`src/rtl/lfu_page_replacement_macros.svh`:
```
// Assertion macros shared by the LFU page replacement RTL
`ifndef LFU_PAGE_REPLACEMENT_MACROS_SVH
`define LFU_PAGE_REPLACEMENT_MACROS_SVH

// Same-cycle implication, checked on every rising edge outside reset
`define LFU_ASSERT_NOW(label, clk, rst_n, ante, cons, msg) \
    label: assert property (@(posedge clk) disable iff (!rst_n) (ante) |-> (cons)) \
        else $error(msg);

// Next-cycle implication, checked on every rising edge outside reset
`define LFU_ASSERT_NEXT(label, clk, rst_n, ante, cons, msg) \
    label: assert property (@(posedge clk) disable iff (!rst_n) (ante) |=> (cons)) \
        else $error(msg);

`endif

```
`src/rtl/lfu_pkg.sv`:
```
// Shared constants for the LFU page replacement block
`timescale 1ns / 1ps

package lfu_pkg;

    // Default sizing of the frame table
    localparam int unsigned FRAME_SLOTS_DEF = 8;
    localparam int unsigned PAGE_BITS_DEF   = 16;
    localparam int unsigned COUNT_BITS_DEF  = 16;

    // Fixed port widths
    localparam int unsigned CFG_W        = 4;
    localparam int unsigned PAGE_PORT_W  = 16;
    localparam int unsigned FRAME_PORT_W = 3;
    localparam int unsigned FAULT_W      = 32;

    // Active frame count after reset
    localparam logic [CFG_W-1:0] FRAMES_RESET = 4'd3;

endpackage

```
`src/rtl/lfu_ram.sv`:
```
// Generic single-write, single-read RAM with registered read data
`timescale 1ns / 1ps

module lfu_ram #(
    parameter int unsigned WIDTH = 32,
    parameter int unsigned DEPTH = 8,
    localparam int unsigned ADDR_W = (DEPTH > 1) ? $clog2(DEPTH) : 1
) (
    input  logic              i_clk,
    input  logic              i_we,
    input  logic [ADDR_W-1:0] i_waddr,
    input  logic [WIDTH-1:0]  i_wdata,
    input  logic [ADDR_W-1:0] i_raddr,
    output logic [WIDTH-1:0]  o_rdata
);

    logic [WIDTH-1:0] r_mem [DEPTH];
    logic [WIDTH-1:0] r_rdata;

    always_ff @(posedge i_clk) begin
        if (i_we) begin
            r_mem[i_waddr] <= i_wdata;
        end
        r_rdata <= r_mem[i_raddr];
    end

    assign o_rdata = r_rdata;

endmodule

```
`src/rtl/lfu_page_replacement.sv`:
```
// Top level: LFU page replacement with a sequential frame scan
//
//  channel   | direction | handshake                 | payload
//  ----------+-----------+---------------------------+----------------------------------
//  request   | in        | start, busy               | i_page_number, i_last_access
//  result    | out       | o_result_valid (1 cycle)  | o_hit, o_frame_index, o_evicted_*,
//            |           |                           | o_fault_total, o_run_done
//  config    | in        | i_cfg_we                  | i_cfg_wdata (active frame count)
//
// A transaction runs from accept through the scan state, one frame RAM read per active
// frame, a drain state for the last read data to return, the update state and then the
// result, during which a new start is taken.
// busy is high from the accept edge until the result strobe; the result lasts one cycle.
// Reset is synchronous and active low; all frames come out invalid, the count at 3.
// The receiver cannot stall the result.
`timescale 1ns / 1ps

module lfu_page_replacement #(
    parameter int unsigned FRAME_SLOTS = lfu_pkg::FRAME_SLOTS_DEF,
    parameter int unsigned PAGE_BITS   = lfu_pkg::PAGE_BITS_DEF,
    parameter int unsigned COUNT_BITS  = lfu_pkg::COUNT_BITS_DEF
) (
    input  logic                             i_clk,
    input  logic                             i_rst_n,
    input  logic                             i_cfg_we,
    input  logic [lfu_pkg::CFG_W-1:0]        i_cfg_wdata,
    input  logic                             start,
    output logic                             busy,
    input  logic [lfu_pkg::PAGE_PORT_W-1:0]  i_page_number,
    input  logic                             i_last_access,
    output logic                             o_result_valid,
    output logic                             o_hit,
    output logic [lfu_pkg::FRAME_PORT_W-1:0] o_frame_index,
    output logic                             o_evicted_valid,
    output logic [lfu_pkg::PAGE_PORT_W-1:0]  o_evicted_page,
    output logic [lfu_pkg::FAULT_W-1:0]      o_fault_total,
    output logic                             o_run_done
);

    import lfu_pkg::*;

`include "lfu_page_replacement_macros.svh"

    localparam int unsigned IDX_W  = (FRAME_SLOTS > 1) ? $clog2(FRAME_SLOTS) : 1;
    localparam int unsigned DATA_W = PAGE_BITS + COUNT_BITS;

    typedef enum logic [1:0] {
        S_IDLE,
        S_SCAN,
        S_DRAIN,
        S_UPDATE
    } t_state;

    t_state r_state;

    // Configuration and request
    logic [CFG_W-1:0]      r_frames;
    logic [PAGE_BITS-1:0]  r_page;
    logic                  r_last;
    logic [IDX_W-1:0]      r_last_idx;

    // Scan pointers
    logic [IDX_W-1:0]      r_addr;
    logic                  r_cmp_vld;
    logic [IDX_W-1:0]      r_cmp_idx;

    // Scan results
    logic                  r_found;
    logic [IDX_W-1:0]      r_hit_idx;
    logic [COUNT_BITS-1:0] r_hit_cnt;
    logic                  r_have_empty;
    logic [IDX_W-1:0]      r_empty_idx;
    logic [COUNT_BITS-1:0] r_min_cnt;
    logic [IDX_W-1:0]      r_min_idx;
    logic [PAGE_BITS-1:0]  r_min_page;

    // Run state
    logic [FRAME_SLOTS-1:0] r_valid;
    logic [FAULT_W-1:0]     r_fault;

    // Next values
    logic [IDX_W-1:0]      n_last_idx;
    logic [IDX_W-1:0]      n_slot;
    logic [COUNT_BITS-1:0] n_count;
    logic [FAULT_W-1:0]    n_fault;

    // Frame RAM: {page, use count}
    logic                  ram_we;
    logic [DATA_W-1:0]     ram_wdata;
    logic [DATA_W-1:0]     ram_rdata;
    logic [PAGE_BITS-1:0]  rd_page;
    logic [COUNT_BITS-1:0] rd_cnt;
    logic                  rd_valid;

    lfu_ram #(
        .WIDTH (DATA_W),
        .DEPTH (FRAME_SLOTS)
    ) u_frame_ram (
        .i_clk   (i_clk),
        .i_we    (ram_we),
        .i_waddr (n_slot),
        .i_wdata (ram_wdata),
        .i_raddr (r_addr),
        .o_rdata (ram_rdata)
    );

    assign rd_page  = ram_rdata[DATA_W-1:COUNT_BITS];
    assign rd_cnt   = ram_rdata[COUNT_BITS-1:0];
    assign rd_valid = r_valid[r_cmp_idx];

    assign busy      = (r_state != S_IDLE);
    assign ram_we    = (r_state == S_UPDATE);
    assign ram_wdata = {r_page, n_count};

    // Last active frame index; zero acts as one, oversize clamps to the table
    always_comb begin
        if (r_frames == '0) begin
            n_last_idx = '0;
        end else if (32'(r_frames) > FRAME_SLOTS) begin
            n_last_idx = IDX_W'(FRAME_SLOTS - 1);
        end else begin
            n_last_idx = IDX_W'(r_frames - 1'b1);
        end
    end

    // Update decision: hit frame, else first empty, else least used
    always_comb begin
        if (r_found) begin
            n_slot  = r_hit_idx;
            n_count = (&r_hit_cnt) ? r_hit_cnt : r_hit_cnt + 1'b1;
        end else begin
            n_slot  = r_have_empty ? r_empty_idx : r_min_idx;
            n_count = COUNT_BITS'(1);
        end
        n_fault = (r_found || (&r_fault)) ? r_fault : r_fault + 1'b1;
    end

    // Sequencer, scan compare and registered outputs
    always_ff @(posedge i_clk) begin
        if (!i_rst_n) begin
            r_state        <= S_IDLE;
            r_frames       <= FRAMES_RESET;
            r_cmp_vld      <= 1'b0;
            r_valid        <= '0;
            r_fault        <= '0;
            o_result_valid <= 1'b0;
        end else begin
            o_result_valid <= 1'b0;

            if (i_cfg_we) begin
                r_frames <= i_cfg_wdata;
            end

            // One frame compared per cycle as its RAM word returns
            if (r_cmp_vld) begin
                if (!r_found && rd_valid && (rd_page == r_page)) begin
                    r_found   <= 1'b1;
                    r_hit_idx <= r_cmp_idx;
                    r_hit_cnt <= rd_cnt;
                end
                if (!r_have_empty && !rd_valid) begin
                    r_have_empty <= 1'b1;
                    r_empty_idx  <= r_cmp_idx;
                end
                if (rd_valid && ((r_cmp_idx == '0) || (rd_cnt < r_min_cnt))) begin
                    r_min_cnt  <= rd_cnt;
                    r_min_idx  <= r_cmp_idx;
                    r_min_page <= rd_page;
                end
            end

            unique case (r_state)
                S_IDLE: begin
                    r_cmp_vld <= 1'b0;
                    if (start) begin
                        r_page       <= PAGE_BITS'(i_page_number);
                        r_last       <= i_last_access;
                        r_last_idx   <= n_last_idx;
                        r_addr       <= '0;
                        r_found      <= 1'b0;
                        r_have_empty <= 1'b0;
                        r_state      <= S_SCAN;
                    end
                end
                S_SCAN: begin
                    r_cmp_vld <= 1'b1;
                    r_cmp_idx <= r_addr;
                    if (r_addr == r_last_idx) begin
                        r_state <= S_DRAIN;
                    end else begin
                        r_addr <= r_addr + 1'b1;
                    end
                end
                S_DRAIN: begin
                    r_cmp_vld <= 1'b0;
                    r_state   <= S_UPDATE;
                end
                S_UPDATE: begin
                    o_result_valid  <= 1'b1;
                    o_hit           <= r_found;
                    o_frame_index   <= FRAME_PORT_W'(n_slot);
                    o_evicted_valid <= !r_found && !r_have_empty;
                    o_evicted_page  <= (!r_found && !r_have_empty)
                                       ? PAGE_PORT_W'(r_min_page) : '0;
                    o_fault_total   <= n_fault;
                    o_run_done      <= r_last;
                    // End of run clears frames and the fault total
                    if (r_last) begin
                        r_valid <= '0;
                        r_fault <= '0;
                    end else begin
                        r_valid[n_slot] <= 1'b1;
                        r_fault         <= n_fault;
                    end
                    r_state <= S_IDLE;
                end
                default: begin
                    r_state <= S_IDLE;
                end
            endcase
        end
    end

    // Checks
    `LFU_ASSERT_NEXT(a_accept_busy, i_clk, i_rst_n, start && !busy, busy,
        "busy low after accept")
    `LFU_ASSERT_NOW(a_result_idle, i_clk, i_rst_n, o_result_valid, !busy,
        "result while busy")
    `LFU_ASSERT_NOW(a_hit_no_evict, i_clk, i_rst_n, o_result_valid && o_hit,
        !o_evicted_valid && (o_evicted_page == '0), "eviction on hit")
    `LFU_ASSERT_NOW(a_miss_counted, i_clk, i_rst_n, o_result_valid && !o_hit,
        o_fault_total != '0, "miss not counted")
    `LFU_ASSERT_NOW(a_run_cleared, i_clk, i_rst_n, o_result_valid && o_run_done,
        (r_fault == '0) && (r_valid == '0), "run state not cleared")

endmodule
```
`config.mk`:
```
export PLATFORM = sky130hd
export DESIGN_NAME = lfu_page_replacement
export DESIGN_NICKNAME = d
export VERILOG_FILES = /design/src/rtl/lfu_pkg.sv /design/src/rtl/lfu_ram.sv /design/src/rtl/lfu_page_replacement.sv
export VERILOG_INCLUDE_DIRS = /design/src /design/src/rtl
export SDC_FILE = /design/constraint.sdc
export NUM_CORES = 1
export LEC_CHECK = 0
export BUFFER_PORTS_ARGS = -buffer_cell sky130_fd_sc_hd__buf_2
export CELL_PAD_IN_SITES_DETAIL_PLACEMENT = 1
export CELL_PAD_IN_SITES_GLOBAL_PLACEMENT = 1
export CORE_ASPECT_RATIO = 0.75
export CORE_MARGIN = 4
export CORE_UTILIZATION = 49
export CTS_BUF_LIST = sky130_fd_sc_hd__clkbuf_2 sky130_fd_sc_hd__clkbuf_4 sky130_fd_sc_hd__clkbuf_8
export DETAILED_ROUTE_END_ITERATION = 10
export GPL_TIMING_DRIVEN = 0
export PLACE_DENSITY_LB_ADDON = 0.12
export SLEW_MARGIN = 20
export SYNTH_ARGS = -nofsm -noshare
export SYNTH_HDL_FRONTEND = slang
export SYNTH_SLANG_ARGS = --single-unit
```
`constraint.sdc`:
```
create_clock -name i_clk -period 4.4 [get_ports i_clk]
set_clock_uncertainty 0.15 [all_clocks]
set_input_delay 0.44 -clock i_clk [delete_from_list [all_inputs] [get_ports i_clk]]
set_output_delay 0.44 -clock i_clk [all_outputs]
set_load 0.03 [all_outputs]
```
# ---- Word-level counts from Yosys, hierarchy flattened
# Memories as Yosys holds them, arrays and structs flattened. A register that Yosys moved wholly into a read port is not among the register bits.
# Cells that the tools add are included.
dict set report classes {
  n_bitwise 1
  n_reduce_logical 28
  addsub 4
  eq_ne 8
  n_mux 29
  magnitude_cmp 5
}
# cell n
set ops {}
lappend ops {{32-bit two-way mux} 2}
lappend ops {{32-bit by 1-bit adder with 32-bit output (second input constant)} 1}
lappend ops {{16-bit two-way mux} 2}
lappend ops {{32-bit AND reduction} 1}
lappend ops {{16-bit by 1-bit adder with 16-bit output (second input constant)} 1}
lappend ops {{16-bit == test} 1}
lappend ops {{16-bit < comparator} 1}
lappend ops {{16-bit AND reduction} 1}
lappend ops {{3-bit two-way mux} 5}
lappend ops {{1-bit two-way mux} 12}
lappend ops {{3-bit AND reduction} 4}
lappend ops {{3-bit by 4-bit < comparator with 1-bit output (second input constant)} 2}
lappend ops {{8-bit two-way mux} 1}
lappend ops {{8-bit bitwise OR} 1}
lappend ops {{2-bit case mux with 4 select lines} 1}
lappend ops {{1-bit logical AND} 6}
lappend ops {{2-bit != test (second input constant)} 3}
lappend ops {{3-bit case mux with 2 select lines} 1}
lappend ops {{2-bit AND reduction} 3}
lappend ops {{2-bit nonzero test} 3}
lappend ops {{2-bit == test (second input constant)} 2}
lappend ops {{4-bit > comparator (second input constant)} 1}
lappend ops {{4-bit logical NOT} 1}
lappend ops {{2-bit two-way mux} 2}
lappend ops {{14 further kinds} 17}
dict set report word_totals {
  input_bits 25
  output_inout_bits 56
  n_memories 1
  ramBits 256
  wordCells 101
  reg_bits 187
}
# memory depth width read_ports rd_ports_with_merged_regs write_ports line
set mem_list {}
lappend mem_list {u_frame_ram.r_mem 8 32 1 1 1 lfu_ram.sv:17} ;# logic [WIDTH-1:0] r_mem [DEPTH];

# ---- Logic depth before layout (Yosys ltp)
dict set report depth {
  depth_word 8
  ltp_mapped 9
  mapped_depth_nobuf 7
}

# ---- By module
# A second synthesis with hierarchy kept.
dict set report hier_totals {
  cells_unflattened 1119
  area_unflattened_um2 18886.9
}
# module cells_per_inst instances area_each_um2 seq_area_each_um2
set modules_own_cells {}
lappend modules_own_cells {lfu_ram 415 1 10466.3 8328.0}
lappend modules_own_cells {lfu_page_replacement 704 1 8420.6 5134.9}

# ---- Worst setup path after synthesis
# No wires, ideal clock.
dict set report synth_path {
  path_kind {register to register}
  startpoint {register r_min_cnt[1]}
  endpoint {register r_min_cnt[0], enable pin}
  setup_ns 0.481
  t_required_ns 3.769
  n_path_buf 0
  period_less_slack_ns 4.513
  path_slack_ns -0.113
  arrival_ns 3.882
  path_stages_with_launch 7
  cell_sequence {edfxtp_1 inv_1 ha_1 a2111oi_0 o311a_1 o41ai_1 a211oi_1}
}
dict set report synth_via {
  elab_chain_len 4
}
# element line
set synth_rtl {}
lappend synth_rtl {{start: declaration} lfu_page_replacement.sv:73} ;# logic [COUNT_BITS-1:0] r_min_cnt;
lappend synth_rtl {{start signal: assignment} lfu_page_replacement.sv:166} ;# r_min_cnt <= rd_cnt;
lappend synth_rtl {{16-bit < comparator} lfu_page_replacement.sv:165} ;# if (rd_valid && ((r_cmp_idx == '0) || (rd_cnt < r_min_cnt))) begin
lappend synth_rtl {{1-bit logical OR} lfu_page_replacement.sv:165}
lappend synth_rtl {{1-bit logical AND} lfu_page_replacement.sv:165}
lappend synth_rtl {{3-bit AND reduction (no line)} --}
# Every way passes these cells.
# A chain may end at the register's enable or synchronous reset.

# ---- Final worst setup path
dict set report layout_path {
  startpoint {register r_hit_cnt[0]}
  endpoint {memory u_frame_ram.r_mem[4][13] (data pin)}
}
dict set report layout_via {
  elab_chain_len 3
  word_cells_on_any_way 4
  cone_classes {1 x add/sub; 2 x mux; 1 x reduce/logical}
}
# element line
set layout_rtl {}
lappend layout_rtl {{start: declaration} lfu_page_replacement.sv:70} ;# logic [COUNT_BITS-1:0] r_hit_cnt;
lappend layout_rtl {{start signal: assignment} lfu_page_replacement.sv:159} ;# r_hit_cnt <= rd_cnt;
lappend layout_rtl {{16-bit by 1-bit adder with 16-bit output / 16-bit AND reduction (equally long branches)} lfu_page_replacement.sv:130} ;# n_count = (&r_hit_cnt) ? r_hit_cnt : r_hit_cnt + 1'b1;
lappend layout_rtl {{16-bit two-way mux (*)} lfu_page_replacement.sv:130}
lappend layout_rtl {{16-bit two-way mux (*)} lfu_page_replacement.sv:128} ;# if (r_found) begin
lappend layout_rtl {{named net n_count[13]} lfu_page_replacement.sv:84} ;# logic [COUNT_BITS-1:0] n_count;
lappend layout_rtl {{end: declaration} lfu_ram.sv:17}
# The timed path passes the listed nets; every way through them passes the cells marked *.

==> impl_summary.md <==
Outcome
The flow ran to the end, and the final reports show no timing, DRC or antenna violations.

Yosys
Synthesis produced a netlist with a net count of 1199. Counting distinct cell types in the post-synthesis netlist gives 71. Dividing the synthesized area by the synthesized cell count gives 16.43 µm². For this run, the number of Yosys warnings is 0. Synthesis produced a netlist whose cell count is 1150.

The number of flip-flops and latches in the synthesized netlist is 475. In this run, synthesis inferred 395 flip-flops with an integrated enable. The share of async-settable or async-resettable flops after synthesis is 0. The commonest register cell after synthesis is sky130_fd_sc_hd__edfxtp_1. The biggest area contributor in the post-synthesis netlist is sky130_fd_sc_hd__edfxtp_1. The portion of the post-synthesis area used by sequential elements is 0.7127. The summed instance area of the synthesized netlist is 18890 µm². Of the post-synthesis cell area, the dominant cell type holds 0.6279.

Sorting the synthesized cells by area gives the leading types as sky130_fd_sc_hd__edfxtp_1 (63%), sky130_fd_sc_hd__dfxtp_1 (8.5%), sky130_fd_sc_hd__mux4_2 (7.9%).

Clocking
The number of H-tree levels is 3. The clock tree buffer depth is 3. The total number of clock tree sinks is 475.

After clock tree synthesis, the setup repair step added 0 buffers. In this run, post-CTS repair resized a total of 0 instances. The clock tree from TritonCTS is done. The clock transition at the registers of the reported paths is 0.07 ns. The clock insertion delay at the later pin of the skew report is 0.63 ns.

The total CTS buffers is 73. The root buffer cell is sky130_fd_sc_hd__clkbuf_8.

STA
The clock period could shrink to 3.493 ns. The top achievable clock speed is 286.2 MHz. Setup violations remaining at the end of the flow were counted as 0.

The final number of max-transition violations came to 0. The slew at the pin closest to its max-slew limit is 1.113 ns. The accumulated negative setup slack is 0 ns. The worst slew margin relative to its limit is 0.2513.

Of the available clock period, the critical path in the final layout requires 0.7940. The hold violation total from the final report is 0. Setup repair after global routing left no endpoint under its margin. The worst hold slack after final layout is 0.03549 ns.

Setup path
The maximum single-stage delay on the critical path is 0.79 ns. STA classifies the critical path endpoint as a flip-flop. Together, buffers and inverters on the worst path number 1.

Among cell families on the critical path, the largest total delay comes from simple AND/OR/NAND/NOR gates. The startpoint type of the worst setup path is a flip-flop. For the worst setup path, the data required time is 4.54 ns. Traced cell by cell, the critical path runs through ha_1, nand4_1, nor3_1, and2_1, clkbuf_1, nor3_1, nor3_1. Data on the critical path arrives at its endpoint at 3.63 ns. The worst setup path is of the flip-flop to flip-flop kind. The cell seen most often among critical-path stages is sky130_fd_sc_hd__nor3_1.

The largest fanout of any net on the critical path is 10. Among all stages on the critical path, the largest delay is contributed by sky130_fd_sc_hd__nor3_1.

Power and ir drop
The standby leakage power is 7.517 nW. Overall power consumption after layout is estimated at 0.01124 W. The internal power component is 0.008161 W. The areal power density over the cells is 507.3 nW/µm². Of the total power, registers draw 0.493.

The power share of the clock group is 0.338. IR analysis of the VDD net gives a maximum drop of 0.3832 mV. In this run the power spent charging and discharging nets is 0.003078 W.

Of the total power, the share spent switching nets is 0.2739. Of the total power, combinational logic draws 0.169.

Final layout
The area of all sequential standard cells is 13460 µm². The ratio of cells with drive above 1 in the final layout is 0.2559. At the end of the flow, the number of nets in the layout was 1394. The antenna diode instance count is 0.

From synthesis to final layout, the design area changed by 17.27%. Counting the fill cells in the layout gives 3494. For this run, the share of the core covered by cells in the final layout is 0.5899. Leaving out fill and tap cells, the most frequent cells in the layout are sky130_fd_sc_hd__edfxtp_1 (395), sky130_fd_sc_hd__buf_2 (88), sky130_fd_sc_hd__dfxtp_1 (80). The footprint of the multi-input gates is 5157 µm². The leading cell type in the layout, fill and taps excluded is sky130_fd_sc_hd__edfxtp_1.

Die
The die is 178.0 µm tall. The floorplan step defined a core boundary enclosing 37550 µm². The die covers 41790 µm². In this run the horizontal extent of the chip is 234.7 µm. The I/O pin count is 81. After floorplanning, the core was divided into 61 placement rows. The initial utilization of the core area, before any placement, comes to 0.5031.

Global routing
The overflow left after global routing is 0. The pin count of the biggest net entering global routing is 29. The via count of the first global-routing pass is 11501.

The wire length of the first global-routing pass is 71420 µm. The initial antenna violation count was 2. The global-route usage over all layers is 0.2271.

Route
The routed via count is 11034. The total routed wirelength is 47180 µm. In the routed layout, each cell is associated on average with a via count of 5.786. The average wire per standard cell is 24.74 µm. The first-pass iteration count of the detailed router is 5. The count of antenna-violating nets left after detailed routing is 0. The residual DRC count is 0. The starting DRC count in detailed routing is 763.

Placed design
The HPWL reported at the end of detailed placement is 30590 µm. Port buffering added 79 buffers. Routability-driven placement finished with a final weighted congestion of 0.8487.

Job
The max-capacitance violation count is 0.

Hold path
The worst hold path belongs to the class input pin to flip-flop.
power groups by stage:
stage / registers (W) / clock network, W / logic [W]
after detailed placement: 0.00563 / 0 / 0.00190
after global placement: 0.00562 / 0 / 0.00180
after floorplan: 0.00557 / 0 / 0.00124
after global routing: 0.00558 / 0.00410 / 0.00206
after CTS: 0.00554 / 0.00388 / 0.00193
final: 0.00554 / 0.00380 / 0.00190
flip-flops by register name, indices dropped and copies added, names as in the netlist, 32 cells and up:
name                 flops
o_fault_total           32
u_frame_ram.r_mem      256
r_fault                 32
u_frame_ram.o_rdata     32
worst register-to-register path: stages (launching register included):
cell and delay, ns:
sky130_fd_sc_hd__edfxtp_1 0.41, sky130_fd_sc_hd__ha_1 0.23, sky130_fd_sc_hd__nand4_1 0.21, sky130_fd_sc_hd__nor3_1 0.65, sky130_fd_sc_hd__and2_1 0.21, sky130_fd_sc_hd__clkbuf_1 0.42
sky130_fd_sc_hd__nor3_1 0.09, sky130_fd_sc_hd__nor3_1 0.79
kinds of logic (layout without fill, tap and decap cells):
| group | Yosys count | after routing | share of synthesized area |
|---|---|---|---|
| buffers and inverters | 91 | 344 | 0.01974 |
| flip-flops | 475 | 475 | 0.7127 |
| adder cells (fa/ha/maj) | 24 | 24 | 0.01590 |
| XOR/XNOR | 55 | 55 | 0.02550 |
| AO/OA/AOI/OAI | 134 | 134 | 0.05027 |
| multiplexers | 107 | 107 | 0.1025 |
| AND/OR/NAND/NOR | 264 | 264 | 0.07339 |
stage by stage:
| stage | cells | instance area (µm²) | worst slack, ns |
|---|---|---|---|
| after floorplan | 1150 | 18900 | 0.3524 |
| after global placement | 1733 | 19920 | -1.633 |
| after detailed placement | 1751 | 20400 | 0.8545 |
| after CTS | 1907 | 22140 | 0.8710 |
| after global routing | 1907 | 22150 | 0.6197 |
| final | 1907 | 22150 | 0.9065 |
layer usage:
metal / vias to the layer above / part of all wire / GRT usage
met5: - / 0.00028 / 0
met4: 2 / 0.016 / 0.05240
met3: 69 / 0.053 / 0.04420
met2: 313 / 0.46 / 0.3503
met1: 5745 / 0.47 / 0.3404
li1: 4905 / - / -
synthesized netlist by cell type (all sizes together), types with 8 or more instances:
cell type  instances
nor2              42
nand2             72
dfxtp             80
o31ai              8
mux4              66
or4               11
nor4              10
o21a               9
nand4             22
o21ai             21
o211ai            12
and2              25
ha                24
mux2i              9
nand3             22
and3              13
clkbuf            36
a31oi             16
mux2              32
edfxtp           395
xor2              24
nor3              17
a21oi             24
buf               21
inv               34
xnor2             31
cell type report:
cell class                 count  area share
sequential                   475      0.6077
multi-input combinational    584      0.2328
clock buffer                  95     0.05450
timing repair buffer         120     0.04603
tap                          504     0.02847
clock inverter                38     0.01333
buffer                        57     0.01135
inverter                      34    0.005761
path summary, 6_finish.rpt:
| path | slack, ns | end | cells past startpoint | start |
|---|---|---|---|---|
| setup / recovery | 0.91 | u_frame_ram.r_mem[4][13]$_DFFE_PP_ | 7 | r_hit_cnt[0]$_DFFE_PP_ |
| hold / removal | 0.04 | r_frames[1]$_SDFFE_PN1P_ | 3 | i_cfg_we |
| setup reg to reg | 0.91 | u_frame_ram.r_mem[4][13]$_DFFE_PP_ | 7 | r_hit_cnt[0]$_DFFE_PP_ |
| hold reg to reg | 0.30 | r_min_page[5]$_DFFE_PP_ | 0 | u_frame_ram.o_rdata[21]$_DFF_P_ |
repair_timing:
item | 4_1_cts | 5_1_grt
endpoints found under the hold margin | 23 | 0
setup endpoints to repair | 0 | 0
hold buffers | 23 | 0
Power figures use the tool's default switching activity.
